===== src/design/uvsph_pkg.sv =====
package uvsph_pkg;

  // Field and register widths
  localparam int unsigned CFG_W     = 9;
  localparam int unsigned CFG_IDX_W = 1;
  localparam int unsigned IDX_W     = 16;

  // Default largest line count
  localparam int unsigned MAX_LINES_DEF = 256;

  // Register indexes
  localparam logic [CFG_IDX_W-1:0] CFG_LAT_IDX = 1'b0;
  localparam logic [CFG_IDX_W-1:0] CFG_LON_IDX = 1'b1;

  // Register reset values
  localparam logic [CFG_W-1:0] LAT_RESET = 9'd10;
  localparam logic [CFG_W-1:0] LON_RESET = 9'd10;

endpackage


===== src/design/uvsph_if.sv =====
interface uvsph_in_if;
  logic valid;
  logic ready;
  logic restart;

  modport source (output valid, output restart, input ready);
  modport sink   (input valid, input restart, output ready);
endinterface

interface uvsph_out_if;
  logic                        valid;
  logic                        ready;
  logic [uvsph_pkg::IDX_W-1:0] corner_a;
  logic [uvsph_pkg::IDX_W-1:0] corner_b;
  logic [uvsph_pkg::IDX_W-1:0] corner_c;
  logic                        last_triangle;

  modport source (output valid, output corner_a, output corner_b, output corner_c,
                  output last_triangle, input ready);
  modport sink   (input valid, input corner_a, input corner_b, input corner_c,
                  input last_triangle, output ready);
endinterface


===== src/design/uv_sphere_triangle_index_generator.sv =====
// Each input transfer loads its triangle into the result register.
// Throughput: one triangle per cycle unless the output stalls; counter and index
// arithmetic (one small multiply for the bottom pole) is combinational.
// A new item is taken while the result register is empty or being drained.
// Reset: asynchronous, active low; counters return to the first top-cap
// triangle and both line counts return to 10.
module uv_sphere_triangle_index_generator #(
  parameter int unsigned MAX_LINES = uvsph_pkg::MAX_LINES_DEF
) (
  input  logic                            clk_i,
  input  logic                            rst_ni,
  input  logic                            cfg_we_i,
  input  logic [uvsph_pkg::CFG_IDX_W-1:0] cfg_idx_i,
  input  logic [uvsph_pkg::CFG_W-1:0]     cfg_data_i,
  uvsph_in_if.sink                        in_i,
  uvsph_out_if.source                     out_o
);

  localparam int unsigned LINE_W = $clog2(MAX_LINES + 1);
  localparam int unsigned CNT_W  = $clog2(MAX_LINES);
  localparam int unsigned MUL_W  = 2 * LINE_W;
  localparam int unsigned IW     = uvsph_pkg::IDX_W;

  typedef enum logic [1:0] {
    PH_TOP,
    PH_BAND,
    PH_BOTTOM
  } phase_e;

  logic [uvsph_pkg::CFG_W-1:0] lat_cfg_q, lon_cfg_q;

  phase_e           phase_q, phase_d;
  logic [CNT_W-1:0] col_q, col_d;
  logic [CNT_W-1:0] ring_q, ring_d;
  logic             half_q, half_d;
  logic [IW-1:0]    base_q, base_d;

  logic          out_valid_q;
  logic [IW-1:0] a_q, b_q, c_q, a_d, b_d, c_d;
  logic          last_q, last_d;

  logic in_fire;

  function automatic logic [LINE_W-1:0] clamp_lines(logic [uvsph_pkg::CFG_W-1:0] v);
    if (32'(v) < 32'd3) begin
      return LINE_W'(3);
    end else if (32'(v) > MAX_LINES) begin
      return LINE_W'(MAX_LINES);
    end else begin
      return LINE_W'(v);
    end
  endfunction

  // Handshake: take a new item while the result register is free or draining
  assign in_i.ready = !out_valid_q || out_o.ready;
  assign in_fire    = in_i.valid && in_i.ready;

  // Configuration registers
  always_ff @(posedge clk_i or negedge rst_ni) begin
    if (!rst_ni) begin
      lat_cfg_q <= uvsph_pkg::LAT_RESET;
      lon_cfg_q <= uvsph_pkg::LON_RESET;
    end else if (cfg_we_i) begin
      case (cfg_idx_i)
        uvsph_pkg::CFG_LAT_IDX: lat_cfg_q <= cfg_data_i;
        uvsph_pkg::CFG_LON_IDX: lon_cfg_q <= cfg_data_i;
        default: ;
      endcase
    end
  end

  logic [LINE_W-1:0] lat, lon, lon_m1, bands;
  logic              clear;
  phase_e            ph_eff;
  logic [CNT_W-1:0]  col_eff, ring_eff, col_use;
  logic              half_eff;
  logic [IW-1:0]     base_eff;
  logic              wrap;
  logic [IW-1:0]     col_p1, next_idx, lon_idx;
  logic [IW-1:0]     up, upn, dn, dnn, top;
  logic [MUL_W-1:0]  prod;
  logic [CNT_W:0]    ring_p1;

  // Index arithmetic for the current triangle
  always_comb begin
    lat    = clamp_lines(lat_cfg_q);
    lon    = clamp_lines(lon_cfg_q);
    lon_m1 = lon - LINE_W'(1);
    bands  = lat - LINE_W'(3);

    clear    = in_i.restart || !(phase_q == PH_TOP || phase_q == PH_BAND ||
                                 phase_q == PH_BOTTOM);
    ph_eff   = clear ? PH_TOP : phase_q;
    col_eff  = clear ? '0 : col_q;
    ring_eff = clear ? '0 : ring_q;
    half_eff = clear ? 1'b0 : half_q;
    base_eff = clear ? '0 : base_q;

    // Clip a column beyond the ring to its last column
    wrap     = LINE_W'(col_eff) >= lon_m1;
    col_use  = wrap ? CNT_W'(lon_m1) : col_eff;
    col_p1   = IW'(col_use) + IW'(1);
    next_idx = wrap ? IW'(1) : IW'(col_use) + IW'(2);
    lon_idx  = IW'(lon);

    up  = base_eff + col_p1;
    upn = base_eff + next_idx;
    dn  = base_eff + lon_idx + col_p1;
    dnn = base_eff + lon_idx + next_idx;

    prod = MUL_W'(lat - LINE_W'(2)) * MUL_W'(lon);
    top  = IW'(prod) + IW'(1);

    ring_p1 = {1'b0, ring_eff} + (CNT_W + 1)'(1);

    phase_d = ph_eff;
    col_d   = col_eff;
    ring_d  = ring_eff;
    half_d  = half_eff;
    base_d  = base_eff;
    a_d     = '0;
    b_d     = '0;
    c_d     = '0;
    last_d  = 1'b0;

    case (ph_eff)
      PH_TOP: begin
        a_d = '0;
        b_d = col_p1;
        c_d = next_idx;
        if (wrap) begin
          col_d   = '0;
          half_d  = 1'b0;
          ring_d  = '0;
          base_d  = '0;
          phase_d = (lat > LINE_W'(3)) ? PH_BAND : PH_BOTTOM;
        end else begin
          col_d = col_use + CNT_W'(1);
        end
      end
      PH_BAND: begin
        if (!half_eff) begin
          a_d    = up;
          b_d    = upn;
          c_d    = dn;
          half_d = 1'b1;
        end else begin
          a_d    = dn;
          b_d    = upn;
          c_d    = dnn;
          half_d = 1'b0;
          if (wrap) begin
            col_d  = '0;
            base_d = base_eff + lon_idx;
            if (32'(ring_p1) >= 32'(bands)) begin
              ring_d  = '0;
              phase_d = PH_BOTTOM;
            end else begin
              ring_d = CNT_W'(ring_p1);
            end
          end else begin
            col_d = col_use + CNT_W'(1);
          end
        end
      end
      default: begin
        // Bottom cap: reverse fan around the last vertex
        a_d = top;
        b_d = top - col_p1;
        c_d = top - next_idx;
        if (wrap) begin
          last_d  = 1'b1;
          phase_d = PH_TOP;
          col_d   = '0;
          ring_d  = '0;
          half_d  = 1'b0;
          base_d  = '0;
        end else begin
          col_d = col_use + CNT_W'(1);
        end
      end
    endcase
  end

  // Advance the counters and load the result register on each input transfer;
  // drop the result after its output transfer
  always_ff @(posedge clk_i or negedge rst_ni) begin
    if (!rst_ni) begin
      phase_q     <= PH_TOP;
      col_q       <= '0;
      ring_q      <= '0;
      half_q      <= 1'b0;
      base_q      <= '0;
      out_valid_q <= 1'b0;
      a_q         <= '0;
      b_q         <= '0;
      c_q         <= '0;
      last_q      <= 1'b0;
    end else if (in_fire) begin
      phase_q     <= phase_d;
      col_q       <= col_d;
      ring_q      <= ring_d;
      half_q      <= half_d;
      base_q      <= base_d;
      out_valid_q <= 1'b1;
      a_q         <= a_d;
      b_q         <= b_d;
      c_q         <= c_d;
      last_q      <= last_d;
    end else if (out_o.ready) begin
      out_valid_q <= 1'b0;
    end
  end

  assign out_o.valid         = out_valid_q;
  assign out_o.corner_a      = a_q;
  assign out_o.corner_b      = b_q;
  assign out_o.corner_c      = c_q;
  assign out_o.last_triangle = last_q;

  // Every input transfer leaves a triangle waiting
  a_fire_loads: assert property (@(posedge clk_i) disable iff (!rst_ni)
    in_fire |=> out_valid_q)
    else $error("input transfer did not load the result register");

  // No triangle appears without an input transfer
  a_no_invent: assert property (@(posedge clk_i) disable iff (!rst_ni)
    (!in_fire && !out_valid_q) |=> !out_valid_q)
    else $error("result appeared without an input transfer");

  // After the final triangle the mesh starts again from the top cap
  a_restart_after_last: assert property (@(posedge clk_i) disable iff (!rst_ni)
    (in_fire && last_d) |=> (phase_q == PH_TOP && col_q == '0 && base_q == '0))
    else $error("counters not cleared after the final triangle");

endmodule

===== src/flat_wrapper.sv =====
// flat-port wrapper written by rule: the top's interface ports become plain ports
module uv_sphere_triangle_index_generator_flat 
#(
  parameter int unsigned MAX_LINES = uvsph_pkg::MAX_LINES_DEF
)
  (clk_i, rst_ni, cfg_we_i, cfg_idx_i, cfg_data_i, in_i_valid, in_i_restart, in_i_ready, out_o_valid, out_o_corner_a, out_o_corner_b, out_o_corner_c, out_o_last_triangle, out_o_ready);
  uvsph_in_if in_i_i ();
  uvsph_out_if out_o_i ();
  input  logic clk_i;
  input  logic rst_ni;
  input  logic cfg_we_i;
  input  logic [uvsph_pkg::CFG_IDX_W-1:0] cfg_idx_i;
  input  logic [uvsph_pkg::CFG_W-1:0] cfg_data_i;
  input wire logic [$bits(in_i_i.valid)-1:0] in_i_valid;
  input wire logic [$bits(in_i_i.restart)-1:0] in_i_restart;
  output wire logic [$bits(in_i_i.ready)-1:0] in_i_ready;
  output wire logic [$bits(out_o_i.valid)-1:0] out_o_valid;
  output wire logic [$bits(out_o_i.corner_a)-1:0] out_o_corner_a;
  output wire logic [$bits(out_o_i.corner_b)-1:0] out_o_corner_b;
  output wire logic [$bits(out_o_i.corner_c)-1:0] out_o_corner_c;
  output wire logic [$bits(out_o_i.last_triangle)-1:0] out_o_last_triangle;
  input wire logic [$bits(out_o_i.ready)-1:0] out_o_ready;
  assign in_i_i.valid = in_i_valid;
  assign in_i_i.restart = in_i_restart;
  assign in_i_ready = in_i_i.ready;
  assign out_o_valid = out_o_i.valid;
  assign out_o_corner_a = out_o_i.corner_a;
  assign out_o_corner_b = out_o_i.corner_b;
  assign out_o_corner_c = out_o_i.corner_c;
  assign out_o_last_triangle = out_o_i.last_triangle;
  assign out_o_i.ready = out_o_ready;
  uv_sphere_triangle_index_generator #(.MAX_LINES(MAX_LINES)) u_core (.clk_i(clk_i), .rst_ni(rst_ni), .cfg_we_i(cfg_we_i), .cfg_idx_i(cfg_idx_i), .cfg_data_i(cfg_data_i), .in_i(in_i_i), .out_o(out_o_i));
endmodule

===== config.mk =====
export PLATFORM = sky130hd
export DESIGN_NAME = uv_sphere_triangle_index_generator_flat
export DESIGN_NICKNAME = d
export VERILOG_FILES = /design/src/design/uvsph_pkg.sv /design/src/design/uvsph_if.sv /design/src/design/uv_sphere_triangle_index_generator.sv /design/src/flat_wrapper.sv
export SDC_FILE = /design/constraint.sdc
export NUM_CORES = 1
export LEC_CHECK = 0
export ABC_AREA = 1
export BUFFER_PORTS_ARGS = -buffer_cell sky130_fd_sc_hd__buf_2
export CAP_MARGIN = 15
export CORE_ASPECT_RATIO = 0.9
export CORE_MARGIN = 2
export CORE_UTILIZATION = 45
export CTS_CLUSTER_SIZE = 14
export DETAILED_ROUTE_END_ITERATION = 7
export GPL_TIMING_DRIVEN = 0
export PLACE_DENSITY_LB_ADDON = 0.3
export SYNTH_ARGS = -nofsm -noshare
export SYNTH_HDL_FRONTEND = slang
export SYNTH_SLANG_ARGS = --single-unit

===== constraint.sdc =====
create_clock -name clk_i -period 6.4 [get_ports clk_i]
set_input_delay 1.28 -clock clk_i [delete_from_list [all_inputs] [get_ports clk_i]]
set_output_delay 1.28 -clock clk_i [all_outputs]
set_load 0.05 [all_outputs]

==> results of run 1 <==
## worst min path at each step
stage | depth (start not counted) | endpoint | slack (ns) | startpoint
finish | 2 | u_core.out_o.corner_a[9] | 0.49 | u_core.out_o.corner_a[9]
global route | 2 | u_core.lon_cfg_q[0] | 0.51 | u_core.lon_cfg_q[0]
CTS | 2 | u_core.out_o.corner_a[9] | 0.49 | u_core.out_o.corner_a[9]
detailed placement | 2 | u_core.out_o.corner_a[9] | 0.47 | u_core.out_o.corner_a[9]
global placement | 2 | u_core.out_o.corner_a[12] | 0.46 | u_core.out_o.corner_a[12]
floorplan | 2 | u_core.lat_cfg_q[2] | 0.45 | u_core.lat_cfg_q[2]
## layer usage
| metal | track usage [%] | share of wire (%) | up-vias |
|---|---|---|---|
| li1 | - | - | 6431 |
| met5 | 0 | 0 | - |
| met3 | 6.667 | 10 | 74 |
| met4 | 10.73 | 2.4 | 0 |
| met1 | 46.30 | 45 | 6469 |
| met2 | 47.11 | 42 | 646 |
## area by class of cell
type,instances,share of cell area [%]
multi-input combinational,1395,62.64
sequential,103,16.05
inverter,352,8.454
timing repair buffer,152,6.572
tap,366,2.846
buffer,50,1.540
clock buffer,10,1.423
clock inverter,6,0.4744
## timing repair
item / in CTS / in global routing
hold buffers: 0 / 0
resized for setup: 172 / 156
buffers inserted: 43 / 44
endpoints found under the setup margin: 38 / 23
endpoints found under the hold margin: 0 / 0
pin swaps: 56 / 95
## through the flow
stage / area (µm²) / instances / hold slack, ns
after floorplan: 13030 / 1900 / 0.4530
after global placement: 13820 / 2332 / 0.4605
after detailed placement: 13850 / 2333 / 0.4687
after CTS: 15200 / 2392 / 0.4866
after global routing: 16090 / 2434 / 0.5133
final: 16090 / 2434 / 0.4862
## cells by family (layout without fill, tap and decap cells)
group | after synthesis | after routing | share of synthesized area, %
flops | 103 | 103 | 19.86
simple gates | 775 | 775 | 25.75
xor+xnor | 68 | 68 | 4.723
other cells | 1 | 7 | 0.02883
buf+inv | 402 | 570 | 11.91
compound gates | 362 | 362 | 16.08
fa+ha+maj | 183 | 183 | 21.65
## worst register-to-register path: cells and delay by family, from the launching register on
family	cells	cell delay, ns
fa+ha+maj	7	2.37
simple gates	17	1.78
xor+xnor	1	0.24
flops	1	0.41
buf+inv	12	0.91
compound gates	4	0.63
## flip-flops by register name (all words and copies together), names as in the netlist
signal,count
u_core.col_q,8
u_core.base_q,16
u_core.lon_cfg_q,9
u_core.half_q,1
u_core.out_o.corner_a,16
u_core.out_o.corner_b,16
u_core.ring_q,8
u_core.out_o.corner_c,16
u_core.out_o.last_triangle,1
u_core.lat_cfg_q,9
u_core.phase_q,2
u_core.out_o.valid,1
## cells in the final DEF (no fill, tap or decap), drive strengths merged, types with 12 or more instances in the layout
cell type  netlist  layout
nand2          395     395
inv            348     351
nor2           246     246
buf             12     164
a21oi          139     139
o21ai          118     118
ha             113     113
dfrtp           99      99
nand3           79      79
fa              70      70
clkbuf          38      48
xor2            43      43
xnor2           25      25
nor3            22      22
a31oi           20      20
o22ai           18      18
nand4           16      16
or2             12      12
==> results.tsv, run 1 <==
metric	value	unit
period_needed	6.370	ns
synth_edf_count	0	
drt-initial-drc-count	1660	
die_height	165.3	µm
startpoint_type	flop	
ys_seq_area_share	19.86	%
crit_cells	41	
slew_headroom	37.32	%
synth_warnings	0	
htreeDepth	3	
syn_area_per_cell	6.867	µm²
cts_made_buffers	9	
multiInputGateArea	10080	µm²
worstMarginPinSlew	0.9402	ns
timing.final.crit_share	99.53	%
grt_max_degree	62	
antenna_found_initial	0	
tns	0	ns
routedWlPerCell	20.07	µm
slowest_stage	fa_1	
numPortBuffers	66	
crit_path_frequent_cell	inv_2	
rr_startpoint	u_core.lat_cfg_q[6]	
start_util	45.41	%
seqCellArea	2582	µm²
crit_family	adder cells	
slew_viol_final	0	
ys_seq_elements	103	
reg2reg_slack	0.03	ns
synthMostInstantiatedCell	nand2_1	
synthArstFlopShare	100.0	%
dp_hpwl	37570	µm
io_pins	67	
critPathLaunch	u_core.lat_cfg_q[6]	
reg2regPathDepth	41	
final.setup_skew	0.01647	ns
setup_violations	0	
dieArea	30280	µm²
die_x	183.2	µm
drtAntennaViolNets	0	
place_ws	-2.258	ns
final.setup.worst_slack	0.03000	ns
fillers	2709	
synthFlopType	dfrtp_1	
nNetsFinal	2262	
endpoint_kind	flop	
cts.clk_slew.worst_paths	0.09	ns
syn_area	13010	µm²
r2r_end	u_core.out_o.corner_c[13]	
dr.pass1.iters	6	
drt-total-wl	48850	µm
rows	59	
finish.utilization	56.17	%
synth_top_area_share	19.05	%
cts_buffer_depth	2	
cts-root-buf	clkbuf_16	
area_delta_synth_final	23.69	%
drc	0	
rsz0062_at_grt	yes	
coreArea	28640	µm²
critPathKind	reg2reg	
overflow	0	
path_max_fanout	5	
cts_tree	done	
track_usage	31.92	%
hold_path.class	reg2reg	
endpoint	u_core.out_o.corner_c[13]	
antenna_cells	0	
grt_pass1_wl	72370	µm
yosysUniqueCellTypes	61	
grt_pass1_vias	12530	
fmax	0.1570	GHz
cts_sinks	103	
clock_latency	0.38	ns
drt-vias-per-instance	5.596	
max-cap-violations	0	
post_route_cells_drive_above_1_share	22.39	%
synth_area_leaders	dfrtp_1 (19%), nand2_1 (11%), ha_1 (11%)	
vias	13620	
synthCells	1894	
path_buf_inv	12	
synthTopCellsByCount	nand2_1 (378), inv_1 (338), nor2_1 (235)	
outcome	complete, no violations	
timing_hold_violations_final	0	
arrival	6.70	ns
cp_data_required_time	6.73	ns
synth_largest_area_cell	dfrtp_1	
routabilityCongestion	1.018	
slowest_delay	0.53	ns
Power of run 1 is not shown: default switching activity piles up to over one toggle a cycle in this logic, so the estimate is an artifact.
==> inputs of run 2 (changes only) <==
--- a/config.mk
+++ b/config.mk
@@ -8,9 +8,11 @@
 export ABC_AREA = 1
 export BUFFER_PORTS_ARGS = -buffer_cell sky130_fd_sc_hd__buf_2
 export CAP_MARGIN = 15
+export CELL_PAD_IN_SITES_DETAIL_PLACEMENT = 1
+export CELL_PAD_IN_SITES_GLOBAL_PLACEMENT = 1
 export CORE_ASPECT_RATIO = 0.9
 export CORE_MARGIN = 2
-export CORE_UTILIZATION = 45
+export CORE_UTILIZATION = 42
 export CTS_CLUSTER_SIZE = 14
 export DETAILED_ROUTE_END_ITERATION = 7
 export GPL_TIMING_DRIVEN = 0
==> run 2 against run 1 <==
The run now ends with negative setup slack left. Sequential share of layout area fell by 0.55 points. Via count rose by 5.8%. Die area rose by 7.0%. Clock skew rose by 0.0028 ns. Clock-buffer cell count rose by 1. Global-route usage rose by 2.7 points. Worst setup slack got worse by 0.42 ns. Final area rose by 3.6%. Core utilization fell by 1.9 points. Hold slack improved by 0.0035 ns. Critical path type unchanged.
==> results.tsv, run 2 (synthesized netlist as in run 1, its figures left out) <==
metric	value	unit	change
arrival	7.13	ns	+0.43 ns
timing.final.crit_share	106.1	%	+6.6 points
setup_violations	16		+16
die_x	189.5	µm	+3.4%
worstMarginPinSlew	1.363	ns	+0.4226 ns
hold_path.class	reg2reg		
cts_sinks	103		unchanged
slowest_stage	fa_1		
drt-initial-drc-count	1258		-24%
fillers	3931		+45%
rsz0062_at_grt	yes		
dp_cells	2376		+1.8%
antenna_cells	0		unchanged
overflow	0		unchanged
start_util	42.39	%	-3.0 points
drc	0		unchanged
path_max_fanout	5		unchanged
coreArea	30680	µm²	+7.1%
grt_pass1_vias	14360		+15%
io_pins	67		unchanged
critPathKind	reg2reg		
max-cap-violations	0		unchanged
crit_path_frequent_cell	inv_2		
dp_hpwl	42270	µm	+13%
final.setup_skew	0.01928	ns	+0.002813 ns
clock_latency	0.40	ns	+0.02 ns
vias	14400		+5.8%
cts-root-buf	clkbuf_16		
reg2reg_slack	-0.39	ns	-0.42 ns
die_height	170.9	µm	+3.4%
timing_hold_violations_final	0		unchanged
dr.pass1.iters	5		-1
slew_viol_final	0		unchanged
track_usage	34.58	%	+2.7 points
routabilityCongestion	0.9913		-2.6%
nNetsFinal	2277		+0.66%
post_route_cells_drive_above_1_share	24.87	%	+2.5 points
grt_pass1_wl	84110	µm	+16%
final.setup.worst_slack	-0.3913	ns	-0.4213 ns
fmax	0.1472	GHz	-6.2%
outcome	finished with violations		
slowest_delay	0.55	ns	+0.02 ns
htreeDepth	3		unchanged
layout_commonest_cell	nand2_1		
drt-total-wl	58920	µm	+21%
cts.clk_slew.worst_paths	0.07	ns	-0.02 ns
rows	61		+3.4%
area_delta_synth_final	28.09	%	
cts_buffer_depth	2		unchanged
numPortBuffers	66		unchanged
dieArea	32390	µm²	+7.0%
cts_made_buffers	9		unchanged
violations	negative setup slack		
period_needed	6.791	ns	+0.4213 ns
cp_data_required_time	6.74	ns	about the same
endpoint_kind	flop		
final_cell_mix	nand2_1 (334), inv_1 (295), nor2_1 (194), a21oi_1 (102), dfrtp_1 (99)		
routedWlPerCell	23.64	µm	+18%
drtAntennaViolNets	0		unchanged
startpoint_type	flop		
antenna_found_initial	1		+1
slew_headroom	9.144	%	-28 points
drt-vias-per-instance	5.780		+3.3%
cts_tree	done		
stdcell_count	2492		+2.4%
grt_max_degree	54		-13%
## run 2: changes by cell type in the layout (fill, tap and decap cells not counted), moves of 5 or more
cell     previous run  this run
buf_4              77        82
buf_12              2        10
nand2_1           340       334
inv_2              34        40
a21oi_1           108       102
nor2_1            200       194
inv_1             305       295
a21oi_4             3         8
## run 2: area by class of cell
type / instances / area [µm²] / share of cell area, %
Multi-Input combinational cell: 1395 / 10370 / 62.26
Inverter: 352 / 1368 / 8.209
Tap cell: 409 / 511.7 / 3.072
Clock buffer: 11 / 242.7 / 1.457
Buffer: 50 / 266.5 / 1.600
Clock inverter: 5 / 56.30 / 0.3380
Timing Repair Buffer: 167 / 1260 / 7.563
Sequential cell: 103 / 2582 / 15.50
## run 2: worst max-delay path, delay by kind of cell, from the launching register on
family          cells  cell delay (ns)
buf+inv            12             0.95
xor+xnor            1             0.18
flops               1             0.54
simple gates       14             1.70
compound gates      4             0.57
fa+ha+maj           7             2.75
## run 2: worst paths after layout
| kind | end | from | cells past startpoint |
|---|---|---|---|
| worst max-delay path | u_core.out_o.corner_c[13] | u_core.lat_cfg_q[3] | 38 |
| worst min-delay path | u_core.out_o.corner_c[0] | u_core.out_o.corner_c[0] | 2 |
| worst max register to register | u_core.out_o.corner_c[13] | u_core.lat_cfg_q[3] | 38 |
| worst min register to register | u_core.out_o.corner_c[0] | u_core.out_o.corner_c[0] | 2 |
| max in group asynchronous | u_core.out_o.corner_a[4] | rst_ni | 2 |
| min in group asynchronous | u_core.lat_cfg_q[4] | rst_ni | 1 |
## run 2: repair_timing
action / 4_1_cts / 5_1_grt
resized for setup: 203 / 203
pin swaps: 76 / 119
endpoints found under the hold margin: 0 / 0
endpoints found under the setup margin: 39 / 26
setup buffers: 43 / 60
hold buffers: 0 / 0
## run 2: per-stage QoR
stage | worst slack (ns) | cell area (µm²) | hold slack, ns | utilization (%) | setup TNS [ns]
after floorplan | 0.04913 | 13030 | 0.4530 | - | 0
after global placement | -2.261 | 13870 | 0.4672 | 45.21 | -49.66
after detailed placement | -2.384 | 13910 | 0.4698 | 45.32 | -55.10
after CTS | -0.1209 | 15360 | 0.4957 | 50.06 | -0.4945
after global routing | -0.6285 | 16660 | 0.5180 | 54.30 | -8.378
final | -0.3913 | 16660 | 0.4898 | 54.30 | -3.056
## run 2: routing by layer
metal  part of all wire, %  track usage, %
met1                    44           47.88
met2                    45           54.75
met3                   7.5           5.867
met4                   3.8           11.70
met5                     0               0
Power of run 2 is left out for the same reason.
==> inputs of run 3 (changes only) <==
--- a/config.mk
+++ b/config.mk
@@ -12,7 +12,7 @@
 export CELL_PAD_IN_SITES_GLOBAL_PLACEMENT = 1
 export CORE_ASPECT_RATIO = 0.9
 export CORE_MARGIN = 2
-export CORE_UTILIZATION = 42
+export CORE_UTILIZATION = 45
 export CTS_CLUSTER_SIZE = 14
 export DETAILED_ROUTE_END_ITERATION = 7
 export GPL_TIMING_DRIVEN = 0
==> constraint.sdc (replaced) <==
create_clock -name clk_i -period 7.2 [get_ports clk_i]
set_input_delay 1.44 -clock clk_i [delete_from_list [all_inputs] [get_ports clk_i]]
set_output_delay 1.44 -clock clk_i [all_outputs]
set_load 0.05 [all_outputs]
==> run 3 against run 2 <==
The run now ends clean. Critical path depth unchanged. Clock skew down 0.0045 ns. Non-clock buffer count down 71. Sequential share of layout area up 1.8 points. Hold slack worse by 0.0066 ns. Largest cell class unchanged.
==> results.tsv, run 3 (synthesized netlist as in run 1, its figures left out) <==
metric	value	unit	change
multiInputGateArea	9398	µm²	-9.4%
clock_latency	0.38	ns	-0.02 ns
seqCellArea	2582	µm²	unchanged
overflow	0		unchanged
layout_commonest_cell	nand2_1		
cts_buffer_depth	2		unchanged
grt_pass1_wl	79170	µm	-5.9%
rr_startpoint	u_core.lat_cfg_q[3]		
drt-initial-drc-count	1182		-6.0%
fillers	3814		-3.0%
slowest_stage	dfstp_2		
reg2regPathDepth	38		unchanged
startpoint_type	flop		
dp_hpwl	42070	µm	-0.48%
slew_headroom	26.01	%	+17 points
nNetsFinal	2206		-3.1%
period_needed	6.988	ns	+0.1969 ns
cts_tree	done		
hold_path.class	reg2reg		
rows	59		-3.3%
path_max_fanout	6		+1
track_usage	34.94	%	+0.37 points
worstHoldStart	u_core.out_o.corner_c[0]		
antenna_found_initial	1		unchanged
worstHoldEndpoint	u_core.out_o.corner_c[0]		
final.setup.worst_slack	0.2119	ns	+0.6031 ns
reg2reg_slack	0.21	ns	+0.60 ns
max-cap-violations	0		unchanged
routedWlPerCell	22.19	µm	-6.2%
fmax	0.1431	GHz	-2.8%
timing_hold_violations_final	0		unchanged
cts_sinks	103		unchanged
worstMarginPinSlew	1.110	ns	-0.2529 ns
outcome	complete, no violations		
slew_viol_final	0		unchanged
drc	0		unchanged
setup_violations	0		-16
drtAntennaViolNets	0		unchanged
final.setup_skew	0.01483	ns	-0.004452 ns
timing.final.crit_share	97.06	%	-9.1 points
coreArea	28640	µm²	-6.6%
dr.pass1.iters	5		unchanged
critPathKind	reg2reg		
numPortBuffers	66		unchanged
dieArea	30280	µm²	-6.5%
endpoint_kind	flop		
io_pins	67		unchanged
grt_max_degree	66		+22%
start_util	45.41	%	+3.0 points
holdPathStages	2		unchanged
area_delta_synth_final	14.54	%	
post_route_cells_drive_above_1_share	14.26	%	-11 points
htreeDepth	3		unchanged
die_x	183.2	µm	-3.3%
r2r_end	u_core.out_o.corner_b[15]		
drt-total-wl	52760	µm	-10%
cts-root-buf	clkbuf_16		
cp_data_required_time	7.47	ns	+0.73 ns
drt-vias-per-instance	5.732		-0.84%
cts_made_buffers	9		unchanged
cts.clk_slew.worst_paths	0.09	ns	+0.02 ns
die_height	165.3	µm	-3.3%
grt_pass1_vias	13650		-5.0%
vias	13630		-5.4%
place_ws	-2.025	ns	+0.3588 ns
final_cell_mix	nand2_1 (369), inv_1 (326), nor2_1 (213), a21oi_1 (122), ha_1 (104)		
antenna_cells	0		unchanged
slowest_delay	0.56	ns	about the same
routabilityCongestion	0.9846		-0.68%
arrival	7.26	ns	+0.13 ns
==> run 3: area by class of cell <==
cell class | instances | share of cell area (%)
Multi-Input combinational cell | 1395 | 63.09
Sequential cell | 103 | 17.34
Tap cell | 366 | 3.074
Clock inverter | 7 | 0.4536
Timing Repair Buffer | 96 | 4.023
Buffer | 50 | 1.596
Clock buffer | 9 | 1.512
Inverter | 352 | 8.920
==> run 3: stage by stage <==
step / utilization [%] / TNS (ns) / hold slack (ns) / instances / area (µm²)
finish: 52.01 / 0 / 0.4831 / 2378 / 14900
global route: 52.01 / -1.136 / 0.5039 / 2378 / 14900
CTS: 50.38 / 0 / 0.4907 / 2358 / 14430
detailed placement: 48.36 / -37.85 / 0.4690 / 2334 / 13850
global placement: 48.24 / -34.63 / 0.4615 / 2332 / 13820
floorplan: - / 0 / 0.4530 / 1900 / 13030
==> run 3: timing repair <==
action                                 4_1_cts  5_1_grt
setup endpoints to repair                   34       22
buffers inserted                             8       20
gates resized for setup                     58       84
hold buffers                                 0        0
endpoints found under the hold margin        0        0
pin swaps                                    6       20
==> run 3: worst max-delay path: cells and delay by family, from the launching register on <==
family                   cells  cell delay, ns
AO/OA/AOI/OAI                8            1.19
buffers and inverters        9            0.80
flip-flops                   1            0.56
adder cells (fa/ha/maj)      6            2.50
XOR/XNOR                     1            0.24
AND/OR/NAND/NOR             14            1.61
==> run 3: layer usage <==
layer / routed length (µm) / vias to the layer above / track usage [%]
li1: - / 6296 / -
met1: 23450 / 6775 / 48.46
met2: 23330 / 498 / 54.63
met3: 4559 / 61 / 7.434
met4: 1422 / 0 / 10.95
met5: 0 / - / 0
==> run 3: how the worst max path moves through the flow <==
stage | endpoint | from | slack [ns]
3_5_place_dp | u_core.out_o.corner_a[12] | in_i_restart | -2.03
2_1_floorplan | u_core.out_o.corner_a[12] | in_i_restart | 0.62
4_1_cts | u_core.out_o.corner_c[12] | u_core.lat_cfg_q[6] | 0.002
6_report | u_core.out_o.corner_b[15] | u_core.lat_cfg_q[3] | 0.21
3_3_place_gp | u_core.out_o.corner_a[12] | in_i_restart | -1.96
5_1_grt | u_core.out_o.corner_b[13] | u_core.lat_cfg_q[3] | -0.15
Power of run 3 is left out for the same reason.
